$ cat src/hw/rtl/pira_pkg.sv
// Shared types, sizes and codes for the positional insert/remove list.
// Used by pira_ctrl, pira_cell and positional_insert_remove_array.
package pira_pkg;

	// Number of entries the list can hold.
	localparam int CAPACITY = 16;

	// Field widths.
	localparam int FUNC_W = 2;
	localparam int POS_W = 5;
	localparam int DATA_W = 32;
	localparam int STAT_W = 2;

	// Cell index and element count widths follow from the capacity.
	localparam int IDX_W = (CAPACITY > 1) ? $clog2(CAPACITY) : 1;
	localparam int CNT_W = $clog2(CAPACITY + 1);
	// Common width used for all position, index and count comparisons.
	localparam int CMP_W = (CNT_W > POS_W) ? CNT_W : POS_W;

	// Operation codes.
	localparam logic [FUNC_W-1:0] FN_READ = 2'd0;
	localparam logic [FUNC_W-1:0] FN_INSERT = 2'd1;
	localparam logic [FUNC_W-1:0] FN_REMOVE = 2'd2;

	// Status codes.
	localparam logic [STAT_W-1:0] ST_DONE = 2'd0;
	localparam logic [STAT_W-1:0] ST_RANGE = 2'd1;
	localparam logic [STAT_W-1:0] ST_FULL = 2'd2;

	// Shift command broadcast from the controller to every cell.
	typedef struct packed {
		logic ins;
		logic rem;
		logic [CMP_W-1:0] pos;
	} cell_cmd_t;

endpackage

$ cat src/hw/rtl/pira_cell.sv
// One storage cell of the list: holds, loads the new value, or takes its neighbor's entry.
// Depends on pira_pkg.
module pira_cell (
	input logic clk,
	input pira_pkg::cell_cmd_t cmd,
	input logic [pira_pkg::IDX_W-1:0] idx,
	input logic [pira_pkg::DATA_W-1:0] value,
	input logic [pira_pkg::DATA_W-1:0] left_data,
	input logic [pira_pkg::DATA_W-1:0] right_data,
	output logic [pira_pkg::DATA_W-1:0] data_q
);
	import pira_pkg::*;

	logic [CMP_W-1:0] idx_ext;
	logic [DATA_W-1:0] data_d;

	assign idx_ext = CMP_W'(idx);

	// Insert moves entries at and above the position up; remove moves them down.
	always_comb begin
		data_d = data_q;
		if (cmd.ins) begin
			if (idx_ext == cmd.pos) begin
				data_d = value;
			end else if (idx_ext > cmd.pos) begin
				data_d = left_data;
			end
		end else if (cmd.rem) begin
			if (idx_ext >= cmd.pos) begin
				data_d = right_data;
			end
		end
	end

	// Entry storage; contents are only meaningful below the element count.
	always_ff @(posedge clk) begin
		data_q <= data_d;
	end

endmodule

$ cat src/hw/rtl/pira_ctrl.sv
// Request decoder and element counter: checks the position, sets the status and drives
// the shift command for the cell row. Depends on pira_pkg.
module pira_ctrl (
	input logic clk,
	input logic arst_n,
	input logic accept,
	input logic [pira_pkg::FUNC_W-1:0] func,
	input logic [pira_pkg::POS_W-1:0] position,
	output pira_pkg::cell_cmd_t cmd,
	output logic [pira_pkg::STAT_W-1:0] status_d,
	output logic read_ok,
	output logic [pira_pkg::CNT_W-1:0] count_d,
	output logic [pira_pkg::CNT_W-1:0] count_q
);
	import pira_pkg::*;

	logic [CMP_W-1:0] pos_ext;
	logic [CMP_W-1:0] cnt_ext;
	logic full;

	assign pos_ext = CMP_W'(position);
	assign cnt_ext = CMP_W'(count_q);
	assign full = (cnt_ext == CMP_W'(CAPACITY));

	// Decode the request against the current count.
	always_comb begin
		status_d = ST_RANGE;
		case (func)
			FN_READ: begin
				status_d = (pos_ext >= cnt_ext) ? ST_RANGE : ST_DONE;
			end
			FN_INSERT: begin
				if (pos_ext > cnt_ext) begin
					status_d = ST_RANGE;
				end else if (full) begin
					status_d = ST_FULL;
				end else begin
					status_d = ST_DONE;
				end
			end
			FN_REMOVE: begin
				status_d = (pos_ext >= cnt_ext) ? ST_RANGE : ST_DONE;
			end
			default: begin
				status_d = ST_RANGE;
			end
		endcase
	end

	// Shift command and next count, active only for an accepted, successful transaction.
	always_comb begin
		cmd.pos = pos_ext;
		cmd.ins = accept && (func == FN_INSERT) && (status_d == ST_DONE);
		cmd.rem = accept && (func == FN_REMOVE) && (status_d == ST_DONE);
		read_ok = (func == FN_READ) && (status_d == ST_DONE);
		count_d = count_q;
		if (cmd.ins) begin
			count_d = CNT_W'(count_q + 1'b1);
		end else if (cmd.rem) begin
			count_d = CNT_W'(count_q - 1'b1);
		end
	end

	// Element count register.
	always_ff @(posedge clk or negedge arst_n) begin
		if (!arst_n) begin
			count_q <= '0;
		end else begin
			count_q <= count_d;
		end
	end

endmodule

$ cat src/hw/rtl/positional_insert_remove_array.sv
// Top level of the positional insert/remove list: controller, row of cells, result register.
// Depends on pira_pkg, pira_ctrl and pira_cell.
//
//  channel | handshake            | payload
//  --------+----------------------+----------------------------------
//  request | req_valid/req_ready  | func, position, value
//  result  | rsp_valid/rsp_ready  | status, read_value, count_after
//
// For every request the whole row of cells shifts, loads or holds in parallel at the
// accepting edge, and the result is captured in the result register at that same edge.
// One request per cycle is sustained while the result side keeps taking transactions.
// Reset clears the element count and the result valid flag; cell contents are left as is.
// A result that is not taken holds the request side off until it leaves.
module positional_insert_remove_array (
	input logic clk,
	input logic arst_n,
	input logic req_valid,
	output logic req_ready,
	input logic [pira_pkg::FUNC_W-1:0] func,
	input logic [pira_pkg::POS_W-1:0] position,
	input logic signed [pira_pkg::DATA_W-1:0] value,
	output logic rsp_valid,
	input logic rsp_ready,
	output logic [pira_pkg::STAT_W-1:0] status,
	output logic signed [pira_pkg::DATA_W-1:0] read_value,
	output logic [pira_pkg::POS_W-1:0] count_after
);
	import pira_pkg::*;

	logic accept;
	cell_cmd_t cmd;
	logic [STAT_W-1:0] status_d;
	logic read_ok;
	logic [CNT_W-1:0] count_d;
	logic [CNT_W-1:0] count_q;
	logic [DATA_W-1:0] cell_data [CAPACITY];
	logic [DATA_W-1:0] read_d;
	logic rsp_valid_q;
	logic [STAT_W-1:0] status_q;
	logic [DATA_W-1:0] read_value_q;
	logic [POS_W-1:0] count_after_q;

	// A new transaction is taken whenever the result register is free or draining.
	assign req_ready = !rsp_valid_q || rsp_ready;
	assign accept = req_valid && req_ready;

	pira_ctrl u_ctrl (
		.clk(clk),
		.arst_n(arst_n),
		.accept(accept),
		.func(func),
		.position(position),
		.cmd(cmd),
		.status_d(status_d),
		.read_ok(read_ok),
		.count_d(count_d),
		.count_q(count_q)
	);

	// Row of cells; each one sees its two neighbors, the first taking the new value and the last itself at the ends.
	for (genvar g = 0; g < CAPACITY; g++) begin : g_cell
		logic [DATA_W-1:0] left_data;
		logic [DATA_W-1:0] right_data;

		if (g == 0) begin : g_first
			assign left_data = value;
		end else begin : g_mid_left
			assign left_data = cell_data[g-1];
		end

		if (g == CAPACITY - 1) begin : g_last
			assign right_data = cell_data[g];
		end else begin : g_mid_right
			assign right_data = cell_data[g+1];
		end

		pira_cell u_cell (
			.clk(clk),
			.cmd(cmd),
			.idx(IDX_W'(g)),
			.value(value),
			.left_data(left_data),
			.right_data(right_data),
			.data_q(cell_data[g])
		);
	end

	// Read port: select the cell at the requested position, zero unless the read succeeds.
	always_comb begin
		read_d = '0;
		for (int i = 0; i < CAPACITY; i++) begin
			if (read_ok && (CMP_W'(i) == cmd.pos)) begin
				read_d = cell_data[i];
			end
		end
	end

	// Result valid flag.
	always_ff @(posedge clk or negedge arst_n) begin
		if (!arst_n) begin
			rsp_valid_q <= 1'b0;
		end else if (accept) begin
			rsp_valid_q <= 1'b1;
		end else if (rsp_ready) begin
			rsp_valid_q <= 1'b0;
		end
	end

	// Result payload register.
	always_ff @(posedge clk) begin
		if (accept) begin
			status_q <= status_d;
			read_value_q <= read_d;
			count_after_q <= POS_W'(count_d);
		end
	end

	assign rsp_valid = rsp_valid_q;
	assign status = status_q;
	assign read_value = read_value_q;
	assign count_after = count_after_q;

	// The count never passes the capacity.
	a_count_bound: assert property (@(posedge clk) disable iff (!arst_n)
		CMP_W'(count_q) <= CMP_W'(CAPACITY))
		else $error("element count above capacity");

	// An accepted transaction always leaves a result behind.
	a_result_follows: assert property (@(posedge clk) disable iff (!arst_n)
		accept |=> rsp_valid)
		else $error("accepted transaction produced no result");

	// A waiting result blocks the request side.
	a_stall_blocks: assert property (@(posedge clk) disable iff (!arst_n)
		(rsp_valid && !rsp_ready) |-> !req_ready)
		else $error("request taken while result stalled");

	// A rejected transaction leaves the count alone.
	a_reject_stable: assert property (@(posedge clk) disable iff (!arst_n)
		(accept && (status_d != ST_DONE)) |=> $stable(count_q))
		else $error("rejected transaction changed the count");

endmodule

$ cat config.mk
export PLATFORM = sky130hd
export DESIGN_NAME = positional_insert_remove_array
export DESIGN_NICKNAME = d
export VERILOG_FILES = /design/src/hw/rtl/pira_pkg.sv /design/src/hw/rtl/pira_cell.sv /design/src/hw/rtl/pira_ctrl.sv /design/src/hw/rtl/positional_insert_remove_array.sv
export SDC_FILE = /design/constraint.sdc
export NUM_CORES = 1
export LEC_CHECK = 0
export BUFFER_PORTS_ARGS = -buffer_cell sky130_fd_sc_hd__buf_4
export CORE_MARGIN = 2
export CORE_UTILIZATION = 40
export CTS_CLUSTER_SIZE = 14
export DETAILED_ROUTE_END_ITERATION = 7
export GPL_ROUTABILITY_DRIVEN = 0
export HOLD_SLACK_MARGIN = 0.08
export MAX_ROUTING_LAYER = met4
export PLACE_DENSITY = 0.54
export SYNTH_ARGS = -nofsm -noshare
export SYNTH_HDL_FRONTEND = slang
export SYNTH_SLANG_ARGS = --single-unit
$ cat constraint.sdc
create_clock -name clk -period 5.9 [get_ports clk]
set_input_delay 0.59 -clock clk [delete_from_list [all_inputs] [get_ports clk]]
set_output_delay 0.59 -clock clk [all_outputs]
set_load 0.01 [all_outputs]
Word level (Yosys, flattened, before mapping)
Cells that the tools add are included.
- reduce and logical (&&, ||, !) cells: 62
- div/mod/pow operators: 0
- eq/ne operators: 33
- shift operators: 0
- mux-type cells: 101
- $lt $le $gt $ge: 33
- multiply operators: 0
- $add $sub $neg: 2
- bitwise operators: 0
- operators with widths (operator ; count):
    $mux W32 ; 93
    $ne A3 B1 Y1 const B ; 15
    $reduce_and A3 Y1 ; 15
    $eq A4 B5 Y1 const A ; 8
    $gt A4 B5 Y1 const A ; 8
    $reduce_bool A2 Y1 ; 18
    $ge A4 B5 Y1 const A ; 7
    $logic_and A1 B1 Y1 ; 22
    $eq A3 B5 Y1 const A ; 4
    $ge A3 B5 Y1 const A ; 4
    $gt A3 B5 Y1 const A ; 4
    $eq A2 B5 Y1 const A ; 2
    $ge A1 B5 Y1 const A ; 2
    $ge A2 B5 Y1 const A ; 2
    $gt A1 B5 Y1 const A ; 2
    $gt A2 B5 Y1 const A ; 2
    $mux W5 ; 2
    $add A5 B1 Y5 const B ; 1
    $eq A1 B5 Y1 const A ; 1
    $eq A5 B5 Y1 const B ; 1
    $ge A5 B5 Y1 ; 1
    $gt A5 B5 Y1 ; 1
    $logic_not A5 Y1 ; 1
    $sub A5 B1 Y5 const B ; 1
    other kinds (10) ; 14
- memory bits (read-only): 0
- latch bits: 0
- bits in writable memories: 0
- input port bits: 43
- output and inout port bits: 41
- logic and storage cells: 252
- memories kept: 0
- register bits: 557

Depth between registers and ports, before layout
Gate-level depths: netlist (run 1).
- word-level depth: 23
- mapped depth: 15
- gate-level depth less buffers: 8

By module
Synthesis (run 1) repeated with hierarchy kept, for this count alone.
- cell total of the unflattened synthesis: 3951
- area total of the unflattened synthesis: 37079.3 sq um
- by module, submodules not included (module ; area each (sq um) ; times used ; cells an instance ; seq. area each (sq um)):
    pira_cell at g_cell[14].u_cell ... ; 1929.4 ; 11 ; 201 ; 960.9
    pira_cell at g_cell[0].u_cell ... ; 1853.0 ; 5 ; 201 ; 960.9
    positional_insert_remove_array ; 5952.0 ; 1 ; 661 ; 1196.1
    pira_ctrl ; 639.4 ; 1 ; 74 ; 125.1

Least setup slack after synthesis (run 1)
Ideal clock, no wire load.
- path type: input port to flip-flop
- start: input position[0] (netlist name)
- end: register g_cell[6].u_cell.data_q[0] (netlist name), enable pin
- stages on the path: 11
- arrival: 4.646 ns
- library setup time: 0.461 ns
- path buffers: 5
- required time: 5.439 ns
- setup slack: 0.793 ns
- cell sequence: buf_2 inv_1 buf_2 buf_2 buf_1 ha_1 o22ai_1 o22ai_1 nand3_1 clkbuf_1 nor3_1
- word-level cells in the longest chain between the ends: 7
- elaborated cells on any way between the ends: 15
- classes of those cells: order compare (4); eq/ne (2); mux (3); reduce/logical (6)
- RTL lines (element ; line ; RTL):
    start: declaration ; positional_insert_remove_array.sv:20 ; input logic [pira_pkg::POS_W-1:0] position,
    $ge A5 B5 Y1 / $gt A5 B5 Y1 (equally long branches) ; pira_ctrl.sv:30, pira_ctrl.sv:42, pira_ctrl.sv:33 ;
    $mux W1 / $mux W2 (equally long branches) ; pira_ctrl.sv:30, pira_ctrl.sv:42, pira_ctrl.sv:33 ;
    $pmux W2 S2 ; pira_ctrl.sv:28 ; case (func)
    $logic_not A2 Y1 ; pira_ctrl.sv:53, pira_ctrl.sv:54 ;
    $logic_and A1 B1 Y1, on equally long branches ; pira_ctrl.sv:53, pira_ctrl.sv:54 ;
    $ne A3 B1 Y1 (no line) / $reduce_bool A2 Y1 (equally long branches) ; -- ;
    $reduce_and A3 Y1 (no line) * ; -- ;
    end signal: assignment ; pira_cell.sv:37 ; data_q <= data_d;
    end: declaration ; pira_cell.sv:10 ; output logic [pira_pkg::DATA_W-1:0] data_q
Every way passes the cells marked *; elsewhere a longest branch is shown, timed or not.
A chain may end at the register's enable or synchronous reset.

Final worst setup path (run 1)
- start: input position[0] (netlist name)
- end: register read_value_q[17], in the netlist read_value[17], data pin
- word-level cells in the longest chain between the ends: 22
- elaborated cells on any way between the ends: 55
- classes of those cells: order compare (2); eq/ne (15); mux (19); reduce/logical (19)
- RTL lines (element ; line ; RTL):
    $ge A5 B5 Y1 / $gt A5 B5 Y1 (equally long branches) ; pira_ctrl.sv:30, pira_ctrl.sv:42, pira_ctrl.sv:33 ;
    $mux W1 / $mux W2 (equally long branches) ; pira_ctrl.sv:30, pira_ctrl.sv:42, pira_ctrl.sv:33 ;
    $pmux W2 S2 ; pira_ctrl.sv:28 ;
    $logic_not A2 Y1 ; pira_ctrl.sv:55 ; read_ok = (func == FN_READ) && (status_d == ST_DONE);
    $logic_and A1 B1 Y1 ; pira_ctrl.sv:55 ;
    $logic_and A1 B1 Y1 ; positional_insert_remove_array.sv:92 ; if (read_ok && (CMP_W'(i) == cmd.pos)) begin
    $mux W32 (15 in series) ; positional_insert_remove_array.sv:92 ;
    $mux W32 * ; positional_insert_remove_array.sv:92 ;
    net read_d[17] ; positional_insert_remove_array.sv:37 ; logic [DATA_W-1:0] read_d;
    end signal: assignment ; positional_insert_remove_array.sv:113 ; read_value_q <= read_d;
    end: declaration ; positional_insert_remove_array.sv:40 ; logic [DATA_W-1:0] read_value_q;
Mark *: on every way through the listed nets, which the timed path passes. The rest lies on a longest branch.

==> flow_results.xml, run 1 <==
<?xml version="1.0" encoding="UTF-8"?>
<metrics>
  <group name="power_and_ir_drop">
    <metric name="vdd_ir_drop_max" unit="V">0.0001687</metric>
    <metric name="pwr_density_cell" unit="mW/mm2">278.2</metric>
    <metric name="static-leakage-power" unit="nW">13.81</metric>
  </group>
  <group name="finish">
    <metric name="fill_cells" unit="">7412</metric>
    <metric name="final-instance-count-excl-fill" unit="">4128</metric>
    <metric name="stdcell_area" unit="mm2">0.03547</metric>
    <metric name="nets" unit="">3078</metric>
    <metric name="register_area" unit="mm2">0.01670</metric>
    <metric name="diodes" unit="">0</metric>
    <metric name="share_of_final_layout_standard_cells_stronger_than_drive_strength_1" unit="%">11.05</metric>
    <metric name="areaGrowthSynthToFinish" unit="%">10.68</metric>
    <metric name="multi_input_gate_area" unit="mm2">0.01428</metric>
  </group>
  <group name="die">
    <metric name="die_area" unit="mm2">0.08239</metric>
    <metric name="io_pins" unit="">84</metric>
    <metric name="die-width" unit="um">287.0</metric>
    <metric name="die_height" unit="um">287.0</metric>
    <metric name="fp-row-count" unit="">103</metric>
    <metric name="core_area" unit="mm2">0.07913</metric>
    <metric name="starting_density_of_the_core" unit="%">40.50</metric>
  </group>
  <group name="sta">
    <metric name="fin_worst_hold_slack" unit="ns">0.1910</metric>
    <metric name="worst-slew-pin-transition" unit="ns">1.285</metric>
    <metric name="skew" unit="ns">0.01651</metric>
    <metric name="fin_setup_tns" unit="ns">0</metric>
    <metric name="timing.final.crit_share" unit="%">60.24</metric>
    <metric name="relSlewSlack" unit="%">14.32</metric>
    <metric name="finalHoldViolations" unit="">0</metric>
    <metric name="clock.fmax" unit="MHz">281.4</metric>
    <metric name="rsz0062_at_grt" unit="">false</metric>
    <metric name="final_max_slew_viol_count" unit="">0</metric>
    <metric name="finalSetupViolCount" unit="">0</metric>
    <metric name="finalCriticalPeriod" unit="ns">3.554</metric>
  </group>
  <group name="setup_path">
    <metric name="cpMostUsedCell" unit="">buf_4</metric>
    <metric name="r2r_depth" unit="">9</metric>
    <metric name="cell_by_cell_trace_of_the_critical_path" unit="">buf_6 -&gt; buf_4 -&gt; buf_4 -&gt; mux2_2 -&gt; a32o_1 -&gt; a211oi_1 -&gt; o21ai_0 -&gt; o2111ai_1 -&gt; o21ai_1</metric>
    <metric name="crit_arrival" unit="ns">3.89</metric>
    <metric name="timing.critical_path.required" unit="ns">6.24</metric>
    <metric name="end_kind" unit="">flip-flop</metric>
    <metric name="worst_path_largest_cell_delay" unit="ns">0.67</metric>
    <metric name="startpoint" unit="">position[0]</metric>
    <metric name="rr_startpoint" unit="">u_ctrl.count_q[2]</metric>
    <metric name="crit_path_start_kind" unit="">primary input</metric>
    <metric name="worstSetupPathType" unit="">primary input to flip-flop</metric>
    <metric name="regToRegSetupSlack" unit="ns">2.39</metric>
    <metric name="crit_slowest_cell" unit="">buf_4</metric>
    <metric name="critical_path_peak_fanout" unit="">58</metric>
  </group>
  <group name="clock_network">
    <metric name="clkLatencyLatePin" unit="ns">0.60</metric>
    <metric name="cts_max_level" unit="">3</metric>
    <metric name="number_of_sinks_driven_by_the_clock_tree" unit="">557</metric>
    <metric name="ctsLongestPathBuffers" unit="">3</metric>
    <metric name="ctsRootBufferMaster" unit="">clkbuf_16</metric>
    <metric name="post_cts_clock_slew_at_the_launch_and_capture_registers_of_the_worst_setup_and_hold_paths" unit="ns">0.06</metric>
    <metric name="cts_setup_buffers" unit="">0</metric>
    <metric name="cts-buffers-inserted" unit="">67</metric>
    <metric name="tritoncts" unit="">yes</metric>
    <metric name="post_cts_resize_count" unit="">0</metric>
  </group>
  <group name="synth">
    <metric name="post_synth_main_area_contributors" unit="">edfxtp_1 (52%), mux2i_1 (13%), nand2_1 (7.4%)</metric>
    <metric name="postSynthAreaPerCell" unit="um2">10.33</metric>
    <metric name="synth.most_common_cell" unit="">nand2_1</metric>
    <metric name="post_synth_instance_area" unit="mm2">0.03205</metric>
    <metric name="yosysTopAreaCell" unit="">edfxtp_1</metric>
    <metric name="asyncSetResetFlopFracSynth" unit="%">1.077</metric>
    <metric name="synth-main-ff-cell" unit="">edfxtp_1</metric>
    <metric name="synth.ff_latch_count" unit="">557</metric>
    <metric name="yosys.area.top_type_share" unit="%">51.63</metric>
    <metric name="synth_enable_flop_cells" unit="">551</metric>
    <metric name="syn_inst" unit="">3101</metric>
    <metric name="ys.warnings.count" unit="">0</metric>
    <metric name="synth.net_count" unit="">3152</metric>
    <metric name="synth.yosys.seq_area_share" unit="%">52.10</metric>
    <metric name="most_frequent_cells_after_synthesis" unit="">nand2_1 (629), edfxtp_1 (551), mux2i_1 (414)</metric>
    <metric name="synthDistinctLibCells" unit="">60</metric>
  </group>
  <group name="drt">
    <metric name="drc" unit="">0</metric>
    <metric name="drtPass1Iterations" unit="">6</metric>
    <metric name="viasPerCell" unit="">5.943</metric>
    <metric name="routed_wire_length_per_instance" unit="um">24.11</metric>
    <metric name="antenna_left" unit="">0</metric>
    <metric name="vias" unit="">24530</metric>
    <metric name="initialDrtViolationCount" unit="">3180</metric>
    <metric name="finalWirelength" unit="mm">99.51</metric>
  </group>
  <group name="place">
    <metric name="io_buffer_count" unit="">83</metric>
    <metric name="dpl-instance-area" unit="mm2">0.03348</metric>
    <metric name="numPlacedInstances" unit="">4007</metric>
    <metric name="place.detailed.hpwl" unit="mm">64.75</metric>
  </group>
  <group name="global_routing">
    <metric name="grt_antenna_before_repair" unit="">0</metric>
    <metric name="aggregate_global_route_resource_usage" unit="%">24.35</metric>
    <metric name="grt_start_max_net_pins" unit="">297</metric>
    <metric name="grt_pass1_vias" unit="">22760</metric>
    <metric name="grt_first_pass_wirelength" unit="mm">150.3</metric>
    <metric name="global_route.overflow_total" unit="">0</metric>
  </group>
  <group name="min_path">
    <metric name="min_path_type" unit="">primary input to flip-flop</metric>
    <metric name="min_delay_path_depth" unit="">2</metric>
    <metric name="hp-start" unit="">req_valid</metric>
  </group>
  <group name="run_status">
    <metric name="run_status" unit="">finished clean</metric>
  </group>
  <group name="flow_run">
    <metric name="maxCapViolations" unit="">0</metric>
  </group>
</metrics>
cell families after synthesis:
group	after synthesis	share of synthesized area (%)
xor gates and xnor gates	4	0.1093
AOI/OAI and AO/OA	889	16.89
adders and majority gates	8	0.3124
DFF	557	52.10
and+or+nand+nor	865	11.24
muxes	478	15.22
buffers and inverters	300	4.135
cells in the final DEF (no fill, tap or decap), types with 5 or more instances in the layout:
master	instances
nand2_1	621
edfxtp_1	551
mux2i_1	414
o21ai_0	407
buf_4	140
nor2_1	106
a21oi_1	93
clkbuf_16	71
a31oi_1	65
mux2_2	63
a211oi_1	57
a22oi_1	37
o22ai_1	36
a21o_1	34
nand2b_1	34
nor3_1	32
a22o_1	31
a221oi_1	31
o2111ai_1	29
a32o_1	28
o21ai_1	26
clkbuf_1	26
clkinv_1	17
nor2b_1	9
inv_1	8
nor2_4	8
ha_1	8
nand2_2	7
nand3_1	6
a21oi_4	6
dfrtp_1	6
nor3_2	5
clkinv_2	5
metrics by stage:
step | total power, mW | setup slack (ns) | utilization, %
after floorplan | 5.580 | 0.7929 | -
final | 9.865 | 2.346 | 44.82
after CTS | 9.917 | 2.474 | 44.82
after global placement | 5.991 | 1.858 | 42.31
after detailed placement | 6.031 | 1.842 | 42.31
after global routing | 10.22 | 2.160 | 44.82
worst max-delay path: cells and delay by family:
family,cells,cell delay [ns]
buffers and inverters,3,1.46
AO/OA/AOI/OAI,5,1.35
multiplexers,1,0.41
flip-flops by register name, summed over array words and instances (netlist names):
name	flops
u_ctrl.count_q	5
g_cell.u_cell.data_q	512
read_value	32
status	2
rsp_valid	1
count_after	5
report_power, final:
part	switching, mW	internal (mW)	leakage (nW)
Combinational	0.862	0.395	7.78
Clock	1.68	2.21	0.962
Sequential	0.129	4.59	5.07
Total	2.67	7.19	13.8
what timing repair did:
item / in CTS / in global routing
hold buffers: 1 / 0
setup endpoints to repair: 0 / 0
hold endpoints to repair: 6 / 0
routing by layer:
layer | vias to the layer above | GRT usage [%] | share of wire [%]
met2 | 1085 | 32.37 | 41
met5 | - | - | 0
met4 | 0 | 4.779 | 1.3
li1 | 11410 | - | -
met1 | 11930 | 38.39 | 49
met3 | 109 | 3.984 | 8.4
worst paths after layout:
| kind | endpoint |
|---|---|
| max in group asynchronous | u_ctrl.count_q[1] |
| worst min-delay path | rsp_valid |
| min in group asynchronous | u_ctrl.count_q[3] |
| worst min register to register | rsp_valid |
| worst max register to register | g_cell[1].u_cell.data_q[21] |
| worst max-delay path | read_value[17] |
final cells by class:
class                   instances  share of cell area, %
clock inverters                22                 0.2646
inverters                      11                 0.1164
repair buffers                146                  3.249
multi-input cells            2244                  40.27
flip-flops and latches        557                  47.07
well taps                    1050                  3.704
clock buffers                  98                  5.323
Note: power is estimated with default switching activity, not from simulation.
==> inputs of run 2 (changes only) <==
Clock period 5.9 ns to 3.7 ns, I/O delays scaled along.
==> run 2 against run 1 <==
  * Power is 61% higher
  * Combinational power is 69% higher
  * Routed wire length is 2.4% higher
  * Sequential power is 59% higher
  * Register-to-register slack worse by 1.9 ns
  * Sequential share of layout area is 0.75 points lower
  * Critical path depth stayed put
  * Final area is 1.6% higher
  * Clock-buffer cell count is 4 lower
  * Global-route usage is 0.54 points higher
==> flow_results.xml, run 2 (synthesized netlist as in run 1, its figures left out) <==
<?xml version="1.0" encoding="UTF-8"?>
<metrics>
  <group name="run_status">
    <metric name="run_status" unit="">finished clean</metric>
  </group>
  <group name="clock_network">
    <metric name="tritoncts" unit="">yes</metric>
    <metric name="cts-buffers-inserted" unit="">68</metric>
    <metric name="cts_max_level" unit="">3</metric>
    <metric name="cts_setup_buffers" unit="">0</metric>
    <metric name="post_cts_clock_slew_at_the_launch_and_capture_registers_of_the_worst_setup_and_hold_paths" unit="ns">0.06</metric>
    <metric name="clkLatencyLatePin" unit="ns">0.60</metric>
    <metric name="number_of_sinks_driven_by_the_clock_tree" unit="">557</metric>
    <metric name="ctsLongestPathBuffers" unit="">3</metric>
    <metric name="ctsRootBufferMaster" unit="">clkbuf_16</metric>
  </group>
  <group name="global_routing">
    <metric name="global_route.overflow_total" unit="">0</metric>
    <metric name="grt_antenna_before_repair" unit="">0</metric>
    <metric name="grt_pass1_vias" unit="">23230</metric>
    <metric name="grt_start_max_net_pins" unit="">149</metric>
    <metric name="aggregate_global_route_resource_usage" unit="%">24.89</metric>
    <metric name="grt_first_pass_wirelength" unit="mm">153.8</metric>
  </group>
  <group name="sta">
    <metric name="finalCriticalPeriod" unit="ns">3.182</metric>
    <metric name="clock.fmax" unit="MHz">314.2</metric>
    <metric name="fin_setup_tns" unit="ns">0</metric>
    <metric name="finalSetupViolCount" unit="">0</metric>
    <metric name="relSlewSlack" unit="%">28.99</metric>
    <metric name="skew" unit="ns">0.02427</metric>
    <metric name="final_max_slew_viol_count" unit="">0</metric>
    <metric name="timing.final.crit_share" unit="%">86.01</metric>
    <metric name="rsz0062_at_grt" unit="">false</metric>
    <metric name="worst-slew-pin-transition" unit="ns">1.065</metric>
    <metric name="finalHoldViolations" unit="">0</metric>
  </group>
  <group name="drt">
    <metric name="initialDrtViolationCount" unit="">3328</metric>
    <metric name="routed_wire_length_per_instance" unit="um">24.52</metric>
    <metric name="drtPass1Iterations" unit="">6</metric>
    <metric name="drt-met1-wl" unit="mm">48.48</metric>
    <metric name="met2WireLength" unit="mm">42.19</metric>
    <metric name="maxUsedRoutingLayer" unit="">met4</metric>
    <metric name="vias" unit="">24910</metric>
    <metric name="finalWirelength" unit="mm">101.9</metric>
    <metric name="antenna_left" unit="">0</metric>
    <metric name="viasPerCell" unit="">5.995</metric>
    <metric name="drc" unit="">0</metric>
    <metric name="route.met3.wl" unit="mm">9.475</metric>
  </group>
  <group name="setup_path">
    <metric name="critical_path_peak_fanout" unit="">28</metric>
    <metric name="end_kind" unit="">flip-flop</metric>
    <metric name="crit_arrival" unit="ns">3.61</metric>
    <metric name="worstSetupPathType" unit="">flip-flop to flip-flop</metric>
    <metric name="crit_path_start_kind" unit="">flip-flop</metric>
    <metric name="timing.critical_path.required" unit="ns">4.13</metric>
  </group>
  <group name="die">
    <metric name="die_area" unit="mm2">0.08239</metric>
    <metric name="die_height" unit="um">287.0</metric>
    <metric name="io_pins" unit="">84</metric>
    <metric name="die-width" unit="um">287.0</metric>
    <metric name="fp-row-count" unit="">103</metric>
    <metric name="core_area" unit="mm2">0.07913</metric>
    <metric name="starting_density_of_the_core" unit="%">40.50</metric>
  </group>
  <group name="place">
    <metric name="io_buffer_count" unit="">83</metric>
    <metric name="place.detailed.hpwl" unit="mm">65.63</metric>
  </group>
  <group name="power_and_ir_drop">
    <metric name="power.total" unit="mW">15.89</metric>
    <metric name="vdd_ir_drop_max" unit="V">0.0002517</metric>
    <metric name="pwr_density_cell" unit="mW/mm2">440.9</metric>
    <metric name="static-leakage-power" unit="nW">14.07</metric>
  </group>
  <group name="min_path">
    <metric name="min_path_type" unit="">primary input to asynchronous set/reset pin</metric>
  </group>
  <group name="finish">
    <metric name="areaGrowthSynthToFinish" unit="%">12.46</metric>
    <metric name="share_of_final_layout_standard_cells_stronger_than_drive_strength_1" unit="%">11.85</metric>
    <metric name="largest_register_ff_count" unit="">512</metric>
    <metric name="share_of_the_core_filled_with_cells_in_the_final_layout" unit="%">45.55</metric>
    <metric name="diodes" unit="">0</metric>
    <metric name="most-common-layout-cells" unit="">nand2_1 (621), edfxtp_1 (551), mux2i_1 (414), o21ai_0 (407), buf_4 (141)</metric>
    <metric name="nets" unit="">3107</metric>
    <metric name="mostFrequentLayoutCell" unit="">nand2_1</metric>
    <metric name="register_containing_the_most_flip_flops_in_the_final_layout" unit="">g_cell.u_cell.data_q</metric>
  </group>
  <group name="flow_run">
    <metric name="maxCapViolations" unit="">0</metric>
  </group>
</metrics>
run 2: critical path, stage by stage (launching register included):
cell and delay (ns):
dfrtp_1 0.38, inv_1 0.11, ha_1 0.27, a21o_1 0.20, or3_4 0.37, or3_1 0.47
buf_4 0.25, nor2_8 0.50, o2111ai_1 0.23, a21oi_1 0.21
run 2: where the power goes:
part | total [mW] | switching [mW] | internal (mW)
registers | 7.51 | 0.199 | 7.31
clock network | 6.25 | 2.68 | 3.57
logic | 2.13 | 1.43 | 0.701
run 2: what timing repair did:
action	in CTS	in global routing
gates resized for setup	0	0
hold buffers	3	0
hold endpoints to repair	7	0
run 2: stage by stage:
step,hold WS [ns],instance area (um2),setup WS [ns],instances
2_1_floorplan,0.07441,32090,-0.6720,3101
3_3_place_gp,0.1891,34010,0.5176,4033
3_5_place_dp,0.1900,34010,0.4267,4033
4_1_cts,0.09438,36040,0.5742,4156
5_1_grt,0.1238,36040,0.4085,4156
6_report,0.1177,36040,0.5175,4156
run 2: routing by layer:
metal / global-route usage, % / vias up
met5: - / -
met1: 38.14 / 12100
li1: - / 11470
met4: 5.690 / 0
met3: 4.048 / 129
met2: 34.08 / 1220
run 2: path summary, 6_finish.rpt:
| check | start | to | slack (ns) | cells after the start |
|---|---|---|---|---|
| hold reg to reg | g_cell[15].u_cell.data_q[25] | g_cell[14].u_cell.data_q[25] | 0.56 | 2 |
| max in group asynchronous | arst_n | u_ctrl.count_q[2] | 3.44 | 2 |
| setup reg to reg | u_ctrl.count_q[4] | read_value[28] | 0.52 | 9 |
| hold / removal | arst_n | u_ctrl.count_q[1] | 0.12 | 2 |
| setup / recovery | u_ctrl.count_q[4] | read_value[28] | 0.52 | 9 |
| min in group clk | func[0] | status[0] | 0.18 | 3 |
run 2: cell type report:
type	count	area [um2]
clock buffers	94	1863
clock inverters	26	137.6
inverters	11	41.29
repair buffers	174	1680
well taps	1050	1314
multi-input cells	2244	14310
flip-flops and latches	557	16700
fillers	7422	43090
